File: config.mk
export PLATFORM = sky130hd
export DESIGN_NAME = alert_beep_pattern_sequencer_top
export DESIGN_NICKNAME = d
export VERILOG_FILES = /design/src/sv/abps_pkg.sv /design/src/sv/abps_fifo.sv /design/src/sv/abps_front.sv /design/src/sv/abps_back.sv /design/src/sv/alert_beep_pattern_sequencer_top.sv
export SDC_FILE = /design/constraint.sdc
export NUM_CORES = 1
export LEC_CHECK = 0
export BUFFER_PORTS_ARGS = -buffer_cell sky130_fd_sc_hd__buf_2
export CAP_MARGIN = 25
export CORE_ASPECT_RATIO = 0.75
export CORE_UTILIZATION = 55
export CTS_CLUSTER_DIAMETER = 40
export DETAILED_ROUTE_END_ITERATION = 8
export GPL_TIMING_DRIVEN = 1
export PLACE_DENSITY = 0.85
export SYNTH_ARGS = -nofsm -noshare
export SYNTH_HDL_FRONTEND = slang
export SYNTH_HIERARCHICAL = 1
export SYNTH_SLANG_ARGS = --single-unit
export TNS_END_PERCENT = 20
File: constraint.sdc
create_clock -name clk -period 7 [get_ports clk]
set_input_delay 1.4 -clock clk [delete_from_list [all_inputs] [get_ports clk]]
set_output_delay 1.4 -clock clk [all_outputs]
set_load 0.03 [all_outputs]
File: src/sv/abps_pkg.sv
// Shared types and constants of the alert beep pattern sequencer.
// No dependencies; every other file but abps_fifo imports this package.
`default_nettype none
package abps_pkg;

  // Alert codes, highest priority first
  localparam logic [1:0] ALERT_NONE = 2'd0;
  localparam logic [1:0] ALERT_TEMP = 2'd1;
  localparam logic [1:0] ALERT_SIG  = 2'd2;
  localparam logic [1:0] ALERT_VOLT = 2'd3;

  // Configuration register indexes
  localparam int CFG_IDX_W = 3;
  localparam logic [CFG_IDX_W-1:0] REG_MUTE        = 3'd0;
  localparam logic [CFG_IDX_W-1:0] REG_VOLUME      = 3'd1;
  localparam logic [CFG_IDX_W-1:0] REG_TEMP_EN     = 3'd2;
  localparam logic [CFG_IDX_W-1:0] REG_SIG_EN      = 3'd3;
  localparam logic [CFG_IDX_W-1:0] REG_VOLT_EN     = 3'd4;
  localparam logic [CFG_IDX_W-1:0] REG_TX_WARN     = 3'd5;
  localparam logic [CFG_IDX_W-1:0] REG_RX_WARN     = 3'd6;
  localparam int CFG_DATA_W = 16;

  // Thresholds in tenths of a degree
  localparam logic signed [11:0] TEMP_HOT  = 12'sd850;
  localparam logic signed [11:0] BOARD_HOT = 12'sd700;

  // Pattern timing in ms and initial phase counts (2*pulses-1)
  localparam logic [7:0] TEMP_OFF_MS = 8'd80;
  localparam logic [7:0] SIG_OFF_MS  = 8'd50;
  localparam logic [7:0] VOLT_OFF_MS = 8'd150;
  localparam logic [3:0] TEMP_PHASES = 4'd7;
  localparam logic [3:0] SIG_PHASES  = 4'd5;
  localparam logic [3:0] VOLT_PHASES = 4'd3;
  localparam logic [7:0] MIN_ON_MS   = 8'd20;

  // floor(4v/5) as (v*820)>>10, exact for v below 128
  localparam logic [9:0] FIFTH_MUL = 10'd820;
  localparam int         FIFTH_SHIFT = 10;

  localparam logic [6:0] VOLUME_RESET = 7'd100;
  localparam logic [15:0] WARN_RESET  = 16'd3500;

  // Classified tick handed from front to back
  typedef struct packed {
    logic [1:0]  alert;
    logic [7:0]  on_ms;
    logic [7:0]  off_ms;
    logic [3:0]  phases;
    logic [31:0] now_ms;
  } item_t;

  // Result transaction
  typedef struct packed {
    logic       buzzer_drive;
    logic [1:0] active_alert;
    logic [3:0] phases_left;
  } res_t;

endpackage
`default_nettype wire

File: src/sv/abps_fifo.sv
// Small flip-flop queue with push/full and pop/empty sides.
// Generic; WIDTH and DEPTH (at least 2) set storage. No package use.
`default_nettype none
module abps_fifo #(
  parameter int WIDTH = 8,
  parameter int DEPTH = 2
) (
  input  wire logic             clk,
  input  wire logic             rst_n,
  input  wire logic             push,
  input  wire logic [WIDTH-1:0] wdata,
  output logic                  full,
  input  wire logic             pop,
  output logic [WIDTH-1:0]      rdata,
  output logic                  empty
);
  localparam int PW = $clog2(DEPTH);
  localparam int CW = $clog2(DEPTH + 1);

  logic [WIDTH-1:0] mem_r [DEPTH];
  logic [PW-1:0]    wr_ptr_r, rd_ptr_r;
  logic [CW-1:0]    count_r;
  logic             do_push, do_pop;

  assign full    = (count_r == CW'(DEPTH));
  assign empty   = (count_r == '0);
  assign do_push = push && !full;
  assign do_pop  = pop && !empty;
  assign rdata   = mem_r[rd_ptr_r];

  always_ff @(posedge clk) begin
    if (do_push) begin
      mem_r[wr_ptr_r] <= wdata;
    end
  end

  always_ff @(posedge clk) begin
    if (!rst_n) begin
      wr_ptr_r <= '0;
      rd_ptr_r <= '0;
      count_r  <= '0;
    end else begin
      if (do_push) begin
        wr_ptr_r <= (wr_ptr_r == PW'(DEPTH - 1)) ? '0 : wr_ptr_r + 1'b1;
      end
      if (do_pop) begin
        rd_ptr_r <= (rd_ptr_r == PW'(DEPTH - 1)) ? '0 : rd_ptr_r + 1'b1;
      end
      if (do_push && !do_pop) begin
        count_r <= count_r + 1'b1;
      end else if (do_pop && !do_push) begin
        count_r <= count_r - 1'b1;
      end
    end
  end

endmodule
`default_nettype wire

File: src/sv/abps_front.sv
// Front end: configuration registers and alert classification of each tick.
// Depends on abps_pkg for register indexes, thresholds and item_t.
`default_nettype none
module abps_front (
  input  wire logic                            clk,
  input  wire logic                            rst_n,
  input  wire logic                            cfg_valid,
  input  wire logic [abps_pkg::CFG_IDX_W-1:0]  cfg_index,
  input  wire logic [abps_pkg::CFG_DATA_W-1:0] cfg_wdata,
  input  wire logic [31:0]                     now_ms,
  input  wire logic signed [11:0]              motor_temp,
  input  wire logic signed [11:0]              esc_temp,
  input  wire logic signed [11:0]              board_temp,
  input  wire logic                            link_up,
  input  wire logic [15:0]                     tx_volt_mv,
  input  wire logic                            rx_volt_valid,
  input  wire logic [15:0]                     rx_volt_mv,
  output abps_pkg::item_t                      item
);
  import abps_pkg::*;

  logic        mute_r, temp_en_r, sig_en_r, volt_en_r;
  logic [6:0]  volume_r;
  logic [15:0] tx_warn_r, rx_warn_r;

  logic        t_al, s_al, v_al, silent;
  logic [16:0] fifth_prod;
  logic [7:0]  on_temp, on_sig, on_volt, on_raw;
  logic [8:0]  vol_x3;

  always_ff @(posedge clk) begin
    if (!rst_n) begin
      mute_r    <= 1'b0;
      volume_r  <= VOLUME_RESET;
      temp_en_r <= 1'b1;
      sig_en_r  <= 1'b1;
      volt_en_r <= 1'b1;
      tx_warn_r <= WARN_RESET;
      rx_warn_r <= WARN_RESET;
    end else if (cfg_valid) begin
      case (cfg_index)
        REG_MUTE:    mute_r    <= cfg_wdata[0];
        REG_VOLUME:  volume_r  <= cfg_wdata[6:0];
        REG_TEMP_EN: temp_en_r <= cfg_wdata[0];
        REG_SIG_EN:  sig_en_r  <= cfg_wdata[0];
        REG_VOLT_EN: volt_en_r <= cfg_wdata[0];
        REG_TX_WARN: tx_warn_r <= cfg_wdata;
        REG_RX_WARN: rx_warn_r <= cfg_wdata;
        default: ;
      endcase
    end
  end

  // Scaled on times: 80*v/100, 50*v/100 and 150*v/100, floored
  assign fifth_prod = 17'(volume_r) * 17'(FIFTH_MUL);
  assign on_temp    = 8'(fifth_prod >> FIFTH_SHIFT);
  assign on_sig     = 8'(volume_r >> 1);
  assign vol_x3     = 9'(volume_r) + {1'b0, volume_r, 1'b0};
  assign on_volt    = vol_x3[8:1];

  assign silent = mute_r || (volume_r == '0);
  assign t_al = temp_en_r &&
                ((motor_temp > TEMP_HOT) || (esc_temp > TEMP_HOT) || (board_temp > BOARD_HOT));
  assign s_al = sig_en_r && !link_up;
  assign v_al = volt_en_r &&
                ((tx_volt_mv < tx_warn_r) || (rx_volt_valid && (rx_volt_mv < rx_warn_r)));

  always_comb begin
    item.now_ms = now_ms;
    item.alert  = ALERT_NONE;
    item.off_ms = TEMP_OFF_MS;
    item.phases = TEMP_PHASES;
    on_raw      = on_temp;
    if (silent) begin
      item.alert = ALERT_NONE;
    end else if (t_al) begin
      item.alert = ALERT_TEMP;
    end else if (s_al) begin
      item.alert  = ALERT_SIG;
      item.off_ms = SIG_OFF_MS;
      item.phases = SIG_PHASES;
      on_raw      = on_sig;
    end else if (v_al) begin
      item.alert  = ALERT_VOLT;
      item.off_ms = VOLT_OFF_MS;
      item.phases = VOLT_PHASES;
      on_raw      = on_volt;
    end
    item.on_ms = (on_raw < MIN_ON_MS) ? MIN_ON_MS : on_raw;
  end

endmodule
`default_nettype wire

File: src/sv/abps_back.sv
// Back end: burst state and buzzer phase sequencing, one tick per cycle while the result queue is not full.
// Depends on abps_pkg for item_t, res_t and the alert codes.
`default_nettype none
module abps_back (
  input  wire logic             clk,
  input  wire logic             rst_n,
  input  wire logic             item_vld,
  input  wire abps_pkg::item_t  item,
  output logic                  item_take,
  input  wire logic             res_full,
  output logic                  res_push,
  output abps_pkg::res_t        res
);
  import abps_pkg::*;

  logic        sounding_r, sounding_nxt;
  logic        active_r, active_nxt;
  logic [1:0]  balert_r, balert_nxt;
  logic [3:0]  pc_r, pc_nxt;
  logic [7:0]  on_r, on_nxt, off_r, off_nxt;
  logic [31:0] last_r, last_nxt;

  logic        start, eff_snd;
  logic [3:0]  eff_pc;
  logic [7:0]  eff_on, eff_off, limit;
  logic [31:0] eff_last, elapsed;

  assign item_take = item_vld && !res_full;
  assign res_push  = item_take;

  assign start    = (item.alert != ALERT_NONE) && (!active_r || (item.alert != balert_r));
  assign eff_on   = start ? item.on_ms  : on_r;
  assign eff_off  = start ? item.off_ms : off_r;
  assign eff_pc   = start ? item.phases : pc_r;
  assign eff_snd  = start ? 1'b1        : sounding_r;
  assign eff_last = start ? item.now_ms : last_r;
  assign elapsed  = item.now_ms - eff_last;
  assign limit    = eff_snd ? eff_on : eff_off;

  always_comb begin
    sounding_nxt = sounding_r;
    active_nxt   = active_r;
    balert_nxt   = balert_r;
    pc_nxt       = pc_r;
    on_nxt       = on_r;
    off_nxt      = off_r;
    last_nxt     = last_r;
    if (item.alert == ALERT_NONE) begin
      // clear burst, keep timing
      sounding_nxt = 1'b0;
      active_nxt   = 1'b0;
      balert_nxt   = ALERT_NONE;
      pc_nxt       = '0;
    end else begin
      active_nxt = 1'b1;
      balert_nxt = item.alert;
      on_nxt     = eff_on;
      off_nxt    = eff_off;
      last_nxt   = eff_last;
      pc_nxt     = eff_pc;
      if (eff_pc == '0) begin
        sounding_nxt = 1'b0;
      end else if (elapsed >= 32'(limit)) begin
        sounding_nxt = !eff_snd;
        last_nxt     = item.now_ms;
        pc_nxt       = eff_pc - 1'b1;
      end else begin
        sounding_nxt = eff_snd;
      end
    end
  end

  assign res.buzzer_drive = sounding_nxt;
  assign res.active_alert = item.alert;
  assign res.phases_left  = pc_nxt;

  always_ff @(posedge clk) begin
    if (!rst_n) begin
      sounding_r <= 1'b0;
      active_r   <= 1'b0;
      balert_r   <= ALERT_NONE;
      pc_r       <= '0;
      on_r       <= '0;
      off_r      <= '0;
      last_r     <= '0;
    end else if (item_take) begin
      sounding_r <= sounding_nxt;
      active_r   <= active_nxt;
      balert_r   <= balert_nxt;
      pc_r       <= pc_nxt;
      on_r       <= on_nxt;
      off_r      <= off_nxt;
      last_r     <= last_nxt;
    end
  end

  a_pc_bound: assert property (@(posedge clk) disable iff (!rst_n)
    pc_r <= TEMP_PHASES) else $error("phase count beyond longest burst");

  a_active_alert: assert property (@(posedge clk) disable iff (!rst_n)
    active_r |-> (balert_r != ALERT_NONE)) else $error("active burst without alert");

  a_spent_silent: assert property (@(posedge clk) disable iff (!rst_n)
    (res_push && (res.phases_left == '0)) |-> !res.buzzer_drive)
    else $error("buzzer sounding after burst spent");

  a_clear: assert property (@(posedge clk) disable iff (!rst_n)
    (item_take && (item.alert == ALERT_NONE)) |=> (!active_r && !sounding_r && (pc_r == '0)))
    else $error("burst not cleared");

endmodule
`default_nettype wire

File: src/sv/alert_beep_pattern_sequencer_top.sv
// Path: a tick is classified as it is pushed into the mid queue; the back end
// takes it from the queue head and registers its result in the out queue, which feeds the out_ ports.
// Throughput: one tick per cycle while the out queue is not full; the sequencer
// handles one tick at a time and its state update is the only loop.
// Reset (rst_n low, synchronous) empties both queues, clears the burst
// state and loads the register defaults; no clearing pass.
// Depends on abps_pkg, abps_fifo, abps_front and abps_back.
`default_nettype none
module alert_beep_pattern_sequencer_top #(
  parameter int MID_DEPTH = 2,
  parameter int OUT_DEPTH = 2
) (
  input  wire logic                            clk,
  input  wire logic                            rst_n,
  input  wire logic                            cfg_valid,
  output logic                                 cfg_ready,
  input  wire logic [abps_pkg::CFG_IDX_W-1:0]  cfg_index,
  input  wire logic [abps_pkg::CFG_DATA_W-1:0] cfg_wdata,
  input  wire logic                            in_push,
  output logic                                 in_full,
  input  wire logic [31:0]                     in_now_ms,
  input  wire logic signed [11:0]              in_motor_temp,
  input  wire logic signed [11:0]              in_esc_temp,
  input  wire logic signed [11:0]              in_board_temp,
  input  wire logic                            in_link_up,
  input  wire logic [15:0]                     in_tx_volt_mv,
  input  wire logic                            in_rx_volt_valid,
  input  wire logic [15:0]                     in_rx_volt_mv,
  output logic                                 out_empty,
  input  wire logic                            out_pop,
  output logic                                 out_buzzer_drive,
  output logic [1:0]                           out_active_alert,
  output logic [3:0]                           out_phases_left
);
  import abps_pkg::*;

  item_t front_item, mid_item;
  res_t  back_res, out_res;
  logic  mid_empty, mid_take, out_full, res_push;

  assign cfg_ready = 1'b1;

  abps_front u_front (
    .clk           (clk),
    .rst_n         (rst_n),
    .cfg_valid     (cfg_valid),
    .cfg_index     (cfg_index),
    .cfg_wdata     (cfg_wdata),
    .now_ms        (in_now_ms),
    .motor_temp    (in_motor_temp),
    .esc_temp      (in_esc_temp),
    .board_temp    (in_board_temp),
    .link_up       (in_link_up),
    .tx_volt_mv    (in_tx_volt_mv),
    .rx_volt_valid (in_rx_volt_valid),
    .rx_volt_mv    (in_rx_volt_mv),
    .item          (front_item)
  );

  abps_fifo #(.WIDTH($bits(item_t)), .DEPTH(MID_DEPTH)) u_mid_q (
    .clk   (clk),
    .rst_n (rst_n),
    .push  (in_push),
    .wdata (front_item),
    .full  (in_full),
    .pop   (mid_take),
    .rdata (mid_item),
    .empty (mid_empty)
  );

  abps_back u_back (
    .clk       (clk),
    .rst_n     (rst_n),
    .item_vld  (!mid_empty),
    .item      (mid_item),
    .item_take (mid_take),
    .res_full  (out_full),
    .res_push  (res_push),
    .res       (back_res)
  );

  abps_fifo #(.WIDTH($bits(res_t)), .DEPTH(OUT_DEPTH)) u_out_q (
    .clk   (clk),
    .rst_n (rst_n),
    .push  (res_push),
    .wdata (back_res),
    .full  (out_full),
    .pop   (out_pop),
    .rdata (out_res),
    .empty (out_empty)
  );

  assign out_buzzer_drive = out_res.buzzer_drive;
  assign out_active_alert = out_res.active_alert;
  assign out_phases_left  = out_res.phases_left;

endmodule
`default_nettype wire
# Word level (Yosys, flattened, before mapping)
# Memories as Yosys holds them, arrays and structs flattened. A register that Yosys moved wholly into a read port is not among the register bits.
# Cells that the tools add are included.
[totals] register_bits=107 ram_bits=122 in_bits=126 output_inout_bits=10 memories=2
[classes] addsub=11 n_mul=1 magnitude_cmp=7 n_eq_ne=9 muxes=45 bitwise_logic=1 reduce_logical=47
[mem_list] memory="u_mid_q.mem_r" words=2 width=54 rd=1 rd_ports_with_merged_regs=1 wr=1 line_no="abps_fifo.sv:20" source="logic [WIDTH-1:0] mem_r [DEPTH];"
[mem_list] memory="u_out_q.mem_r" words=2 width=7 rd=1 rd_ports_with_merged_regs=1 wr=1 line_no="abps_fifo.sv:20"
[op_table] op="2-to-1 mux 32 bit" count=3
[op_table] op="2-to-1 mux 8 bit" count=8
[op_table] op="2-to-1 mux 12 bit" count=4
[op_table] op="greater-than comparator 12 x 11 -> 1 bit, second input constant" count=3
[op_table] op=">= comparator 32 x 8 -> 1 bit" count=1
[op_table] op="less-than comparator 16 bit" count=2
[op_table] op="subtractor 32 bit" count=1
[op_table] op="2-to-1 mux 2 bit" count=9
[op_table] op="2-to-1 mux 1 bit" count=17
[op_table] op="2-to-1 mux 4 bit" count=4
[op_table] op="AND reduction 2 bit" count=8
[op_table] op="multiplier 7 x 8 -> 15 bit, second input constant" count=1
[op_table] op="logical AND 1 bit" count=14
[op_table] op="zero test 1 bit" count=11
[op_table] op="adder 7 x 8 -> 9 bit" count=1
[op_table] op="equality test 3 bit, second input constant" count=3
[op_table] op="less-than comparator 8 x 5 -> 1 bit, second input constant" count=1
[op_table] op="zero test 7 bit" count=1
[op_table] op="equality test 3 x 2 -> 1 bit, second input constant" count=2
[op_table] op="zero test 2 bit" count=3
[op_table] op="nonzero test 2 bit" count=3
[op_table] op="logical OR 1 bit" count=5
[op_table] op="adder 1 bit, second input constant" count=4
[op_table] op="adder 2 x 1 -> 2 bit, second input constant" count=2
[op_table] op="other kinds (8)" count=10

# Longest topological paths before layout
# Gate-level depths: netlist (run 1).
[logic_depth] word_depth=10 ltp_mapped=35 ltp_nobuf=30

# By module
# Netlist (run 1), hierarchy kept.
[by_module_without_submodules] module="abps_back" instances=1 cells_per_inst=759 area_each_um2=5854.4 seq_area_each_um2=1121.1
[by_module_without_submodules] module="abps_front" instances=1 cells_per_inst=516 area_each_um2=4206.5 seq_area_each_um2=860.8
[by_module_without_submodules] module="abps_fifo (u_mid_q)" instances=1 cells_per_inst=193 area_each_um2=4127.7 seq_area_each_um2=3343.2
[by_module_without_submodules] module="abps_fifo (u_out_q)" instances=1 cells_per_inst=47 area_each_um2=738.2 seq_area_each_um2=520.5
[by_module_without_submodules] module="alert_beep_pattern_sequencer_top" instances=1 cells_per_inst=3 area_each_um2=15.0 seq_area_each_um2=0.0

# Least setup slack after synthesis (run 1)
# Ideal clock, no wire load.
[synth_timing] path_kind="register to register" startpoint="register with a tool-made name" endpoint="memory u_out_q/mem_r[0][2] (netlist name) (data pin)" setup_ps=257 arrival_time_ps=6108 path_slack_ps=635 stages_incl_launch_ff=32 path_cell_list="dfxtp_1 -> buf_2 -> buf_4 -> mux2_2 -> nor3b_1 -> o31ai_1 -> buf_4 -> nand2_2 -> clkbuf_1 -> o21ai_0 -> ha_1 -> nand2b_1 -> a211oi_1 -> a211oi_2 -> nor2_1 -> nand2_1 -> a21oi_1 -> a21oi_1 -> a21oi_1 -> ha_1 -> a211oi_1 -> a21oi_1 -> a21oi_1 -> nand4_1 -> or3_1 -> a2111oi_2 -> nand4_1 -> nor4_2 -> and4bb_4 -> mux2_1 -> nor2_1 -> inv_1"
[synth_rtl] item="end: declaration" line_no="abps_fifo.sv:20"

==> metrics.txt, run 1 <==
max incr delay on CP=0.48 ns; Comb power frac=55.6%; clk_skew=0.01739 ns; final hold violation count=0; # DRC=0; Final period util=92.68%; Initial DRC Count=1029; maximum clock insertion buffer count=3; Total Routed Length=35580 um; total leakage power=6.656 nW; grt total ovfl=0; Skew-Pair Late Insertion Delay=0.54 ns; EDFF count, synth=122; I/O pin count=136; Die Y=144.7 um; Int Pwr=4.138 mW; fraction of layout cells with a size suffix above 1=19.31%; clock sink count=231; Syn Area/Cell=9.843 um^2; Yosys cell types=101; status=complete, no violations; CP Launch Type=register; critical path arrival=6.78 ns; htree depth=1; chip width=192.3 um; pin count of the biggest net entering global routing=112; setup TNS=0 ns; Pre-antenna DRT Iters=5; synthesis-to-finish area growth=10.64%; Setup WS pre-CTS=0.4798 ns; post-synth top area cell=edfxtp_1; ys async rst share=0%; worst path required time=7.29 ns; I/O Buffers=134; relative slew slack=31.69%; CTS Buf Count=28; Clock Power Share=19.0%; initial antenna violation count=1; Clock transition at path regs=0.06 ns; setup repair after global routing missed its margin=false; first-pass GRT wire length=57000 um; row cnt=51; fill cell count=2117; cell mode on critical path=a21oi_1; post-route ant nets=0; crit path time final=6.488 ns; initial core utilization=56.83%; routability cong.=1.011; critical path's top delay family=simple AND/OR/NAND/NOR gates; sequential share of power=25.4%; Peak VDD IR=0.2521 mV; CP endpoint kind=register; final setup violation count=0; Mapped Cells=1518; Non-Filler Instances=1966; pwr/cell area=449.4 nW/um^2; Switching Fraction=44.30%; critical setup path kind=reg2reg; Syn. warnings=6; Mapped Area=14940 um^2; top cells by area, synth=edfxtp_1 (25%), dfxtp_1 (15%), ha_1 (8.8%); Routed WL per cell=18.10 um; CTS Hold Bufs=0; routed via count=11730; hold_ws=0.4631 ns; slowest stage cell, crit path=a211oi_2; core area=26290 um^2; fmax=0.1541 GHz; CTS root buf=clkbuf_16; sequential area share after synthesis=39.12%; ys flop type=edfxtp_1; Total GRT Usage=25.73%; Via density=5.965; nets=1839; number of global-route vias before repair=11030; WP buf/inv=1; synthesized flop and latch total=231; Worst Hold Class=reg2reg; max-cap viol count=0; final worst slack=0.5124 ns; die area=27840 um^2; Post-Place Cells=1908; Final Max Tran Viols=0; CP Max Fanout=9; CTS tree=done; worst slew pin tran=1.025 ns; Yosys top cell area share=24.52%; NetSw=3.291 mW; Detail Placement HPWL=26000 um
[per-layer routing]
metal	routed length, um	GRT usage [%]	vias up
li1	-	-	5680
met5	0	0	-
met1	16780	37.17	5542
met4	744	6.548	0
met2	15200	39.02	445
met3	2847	5.450	60
[power by group through the flow]
| stage | registers (mW) | clock network [mW] | logic, mW |
|---|---|---|---|
| CTS | 1.88 | 1.44 | 4.01 |
| global placement | 1.89 | 0 | 3.90 |
| finish | 1.88 | 1.42 | 4.13 |
| floorplan | 1.86 | 0 | 3.07 |
| detailed placement | 1.91 | 0 | 3.97 |
| global route | 1.91 | 1.50 | 4.48 |
[flip-flops by register name, indices dropped and copies added (netlist names), 2 cells and up, named ones only]
name               flops
u_back/pc_r            4
u_front/rx_warn_r     16
u_out_q/mem_r         14
u_out_q/count_r        2
u_mid_q/count_r        2
u_back/last_r         32
u_back/on_r            8
u_back/off_r           8
u_front/volume_r       7
u_back/balert_r        2
u_front/tx_warn_r     16
u_mid_q/mem_r        108
[worst paths after layout]
check | end | slack, ns | cells past startpoint | start
worst max-delay path | u_out_q/mem_r[0][2] | 0.51 | 27 | register
worst min-delay path | u_front/rx_warn_r[0] | 0.46 | 2 | u_front/rx_warn_r[0]
worst max register to register | u_out_q/mem_r[0][2] | 0.51 | 27 | register
worst min register to register | u_front/rx_warn_r[0] | 0.46 | 2 | u_front/rx_warn_r[0]
[cells in the final DEF, fill, tap and decap left out, types with 43 or more instances in the layout]
cell / count
nand2_1: 165
buf_2: 134
edfxtp_1: 122
dfxtp_1: 108
ha_1: 105
inv_1: 80
mux2i_1: 74
nor2_1: 71
a21oi_1: 65
mux2_2: 64
nor2b_1: 53
o21ai_0: 47
a21boi_0: 43
[timing repair]
item                       CTS  global route
setup buffers                0             2
resized for setup            0             3
setup endpoints to repair    0            47
[area by class of cell]
class | count | area (um^2) | area share [%]
diodes | 1 | 2.502 | 0.01514
clock buffers | 37 | 765.7 | 4.632
clock inverters | 15 | 155.1 | 0.9385
inverters | 82 | 307.8 | 1.862
multi-input cells | 1104 | 8209 | 49.66
flip-flops and latches | 231 | 5847 | 35.37
well taps | 344 | 430.4 | 2.604
repair buffers | 152 | 813.3 | 4.920
[worst min-delay path, cell delays in order, from the launching register on]
cell and delay, ns:
dfxtp_1 0.31, nand2_1 0.04, a21boi_0 0.06
[synthesized netlist by cell type, types with 11 or more instances]
| cell type | n |
|---|---|
| buf_4 | 51 |
| nand4_1 | 21 |
| xor2_1 | 19 |
| and2_1 | 14 |
| o31ai_1 | 12 |
| nor2_1 | 72 |
| or3_1 | 11 |
| o21ai_0 | 47 |
| mux2i_1 | 74 |
| nor3_1 | 17 |
| clkbuf_1 | 42 |
| xnor2_1 | 22 |
| a21boi_0 | 43 |
| mux2_2 | 64 |
| dfxtp_1 | 109 |
| edfxtp_1 | 122 |
| nand2_1 | 165 |
| ha_1 | 105 |
| nand3_1 | 25 |
| a21oi_1 | 65 |
| nor2b_1 | 53 |
| a211oi_1 | 14 |
| a21o_1 | 18 |
| nand2b_1 | 20 |
| o211ai_1 | 27 |
| inv_1 | 80 |
[per-stage QoR]
stage | instance area, um^2 | util, % | power (mW)
6_report | 16530 | 62.88 | 7.429
5_1_grt | 16530 | 62.88 | 7.890
4_1_cts | 16480 | 62.70 | 7.330
3_5_place_dp | 15560 | 59.19 | 5.872
3_3_place_gp | 15560 | 59.19 | 5.788
2_1_floorplan | 14950 | - | 4.926
[kinds of logic after synthesis]
| group | Yosys count | synth area share (%) |
|---|---|---|
| muxes | 141 | 10.03 |
| AOI/OAI and AO/OA | 341 | 16.29 |
| and+or+nand+nor | 460 | 15.83 |
| xor gates and xnor gates | 41 | 2.403 |
| DFF | 231 | 39.12 |
| buffers and inverters | 186 | 6.180 |
| adders and majority gates | 115 | 10.07 |
| other | 3 | 0.07536 |
Power figures use the tool's default switching activity.
==> run 2: changes to the inputs <==
--- a/config.mk
+++ b/config.mk
@@ -5,7 +5,7 @@
 export SDC_FILE = /design/constraint.sdc
 export NUM_CORES = 1
 export LEC_CHECK = 0
-export BUFFER_PORTS_ARGS = -buffer_cell sky130_fd_sc_hd__buf_2
+export BUFFER_PORTS_ARGS = -buffer_cell sky130_fd_sc_hd__buf_4
 export CAP_MARGIN = 25
 export CORE_ASPECT_RATIO = 0.75
 export CORE_UTILIZATION = 55
@@ -13,6 +13,7 @@
 export DETAILED_ROUTE_END_ITERATION = 8
 export GPL_TIMING_DRIVEN = 1
 export PLACE_DENSITY = 0.85
+export SETUP_SLACK_MARGIN = 0.5
 export SYNTH_ARGS = -nofsm -noshare
 export SYNTH_HDL_FRONTEND = slang
 export SYNTH_HIERARCHICAL = 1
==> run 2 against run 1 <==
Effect of this change: die area is the same; clock skew decreased by 0.0027 ns; maximum frequency up 4.7%; sequential power barely moved; hold slack improved by 0.0028 ns; non-clock buffer count is 9 higher; sequential share of layout area is 1.2 points lower; highest routed layer unchanged; via count is 2.0% higher; critical endpoint is now u_back/last_r[31]; core utilization increased by 2.3 points.
==> metrics.txt, run 2 (same netlist as run 1, synthesis figures left out) <==
worst slew pin tran=0.8398 ns (-0.1849 ns); final setup violation count=0 (unchanged); status=complete, no violations; max reg flops=108 (unchanged); biggest regs=u_mid_q/mem_r x108, u_back/last_r x32; initial core utilization=56.83% (unchanged); total leakage power=6.881 nW (+3.4%); pwr/cell area=448.5 nW/um^2 (-0.20%); worst path required time=7.45 ns (+0.16 ns); crit path time final=6.195 ns (-0.2929 ns); fraction of layout cells with a size suffix above 1=20.42% (+1.1 points); Peak VDD IR=0.3308 mV (+31%); critical path arrival=6.64 ns (-0.14 ns); Skew-Pair Late Insertion Delay=0.57 ns (+0.03 ns); first-pass GRT wire length=58900 um (+3.3%); CTS Hold Bufs=0 (unchanged); I/O Buffers=134 (unchanged); die area=27840 um^2 (unchanged); CTS root buf=clkbuf_16; Setup WS pre-CTS=0.4444 ns (-0.03534 ns); Final period util=88.49% (-4.2 points); grt total ovfl=0 (unchanged); CTS tree=done; Total GRT Usage=26.61% (+0.88 points); core area=26290 um^2 (unchanged); Die Y=144.7 um (unchanged); routed via count=11960 (+2.0%); clock sink count=231 (unchanged); htree depth=1 (unchanged); synthesis-to-finish area growth=14.66%; Final Max Tran Viols=0 (unchanged); I/O pin count=136 (unchanged); HP Start=u_back/on_r[4]; ANT cells=0 (-1); # DRC=0 (unchanged); final hold violation count=0 (unchanged); Pre-antenna DRT Iters=7 (+2); Total Routed Length=37290 um (+4.8%); Via density=6.042 (+1.3%); post-route ant nets=0 (unchanged); number of global-route vias before repair=11570 (+4.9%); routability cong.=1.010 (about the same); commonest cells after routing, fill and taps aside=nand2_1 (164), buf_4 (157), edfxtp_1 (122), dfxtp_1 (108), ha_1 (104); commonest non-fill, non-tap cell in the layout=nand2_1; Seq. cell area=5847 um^2 (unchanged); CP Max Fanout=32 (+23); flop2flop setup slack=0.81 ns (+0.29 ns); fill cell count=2080 (-1.7%); hold_ws=0.4659 ns (+0.002776 ns); Tot Pwr=7.685 mW (+3.4%); clk_skew=0.01471 ns (-0.002683 ns); WHS Path Cells=2 (unchanged); max-cap viol count=0 (unchanged); final worst slack=0.8054 ns (+0.2929 ns); CP Launch Type=register; chip width=192.3 um (unchanged); pin count of the biggest net entering global routing=112 (unchanged); Initial DRC Count=1184 (+15%); row cnt=51 (unchanged); multi-input logic area=8270 um^2 (+0.75%); relative slew slack=43.68% (+12 points); Area after DPL=15890 um^2 (+2.1%); Clock transition at path regs=0.06 ns (about the same); CP endpoint kind=register; fmax=0.1614 GHz (+4.7%); crit path cell chain=mux2_4, and4_2, o31a_1, nor2_4, buf_4, buf_4, mux2i_1, ha_1, nand2_1, o22ai_1, nor2_1, o31ai_2, o22ai_1, mux2i_1, o22ai_1, and4bb_4, a21oi_4, buf_6, mux2i_1, nor2b_1; design area=17130 um^2 (+3.6%); setup repair after global routing missed its margin=false; Worst Hold Class=reg2reg; slowest stage cell, crit path=o31ai_2; max incr delay on CP=0.49 ns (about the same); Routed WL per cell=18.83 um (+4.1%); worst reg-to-reg path cell count=20 (-26%); largest reg by FF count=u_mid_q/mem_r; CTS Buf Count=31 (+11%); maximum clock insertion buffer count=3 (unchanged); Detail Placement HPWL=26820 um (+3.2%); nets=1851 (+0.65%); worst r2r dst=u_back/last_r[31]; Worst Hold Endpoint=u_back/on_r[4]; setup TNS=0 ns (unchanged); initial antenna violation count=0 (-1); critical setup path kind=reg2reg
run 2: layer usage:
layer	wire length, um	vias up	global-route usage (%)
met1	17090	5726	38.22
met4	852	0	7.169
li1	-	5687	-
met2	16370	468	40.76
met5	0	-	0
met3	2984	82	5.184
run 2: how the worst max path moves through the flow:
stage               startpoint                  end  slack [ns]  cells past startpoint
CTS                   register    u_back/last_r[31]        0.51                     28
finish                register    u_back/last_r[31]        0.81                     20
detailed placement    register     u_back/last_r[9]        0.44                     29
global placement      register     u_back/last_r[9]        0.74                     29
global route          register  u_out_q/mem_r[0][2]        0.45                     28
floorplan             register  u_out_q/mem_r[0][2]        0.64                     31
run 2: worst max-delay path, delay by kind of cell (launching register included):
kind | cells | cell delay, ns
buf+inv | 3 | 1.02
fa+ha+maj | 1 | 0.47
flops | 1 | 0.37
mux | 4 | 0.96
simple gates | 6 | 1.44
compound gates | 6 | 1.76
run 2: cell type report:
cell class	instances	share of cell area, %
inverter	82	1.797
sequential	231	34.13
timing repair buffer	161	7.164
clock buffer	39	4.944
multi-input combinational	1104	48.27
tap	344	2.512
clock inverter	19	1.183
run 2: what timing repair did:
| item | 4_1_cts | 5_1_grt |
|---|---|---|
| setup buffers | 1 | 8 |
| endpoints found under the setup margin | 31 | 47 |
| pin swaps | 1 | 6 |
| resized for setup | 2 | 17 |
run 2: report_power, final:
group          internal [mW]  switching, mW
clock network          0.893          0.658
logic                   1.65           2.59
registers               1.74          0.151
run 2: stage by stage:
step | instances | util [%]
2_1_floorplan | 1521 | -
3_3_place_gp | 1909 | 60.45
3_5_place_dp | 1909 | 60.45
4_1_cts | 1968 | 64.51
5_1_grt | 1980 | 65.17
6_report | 1980 | 65.17
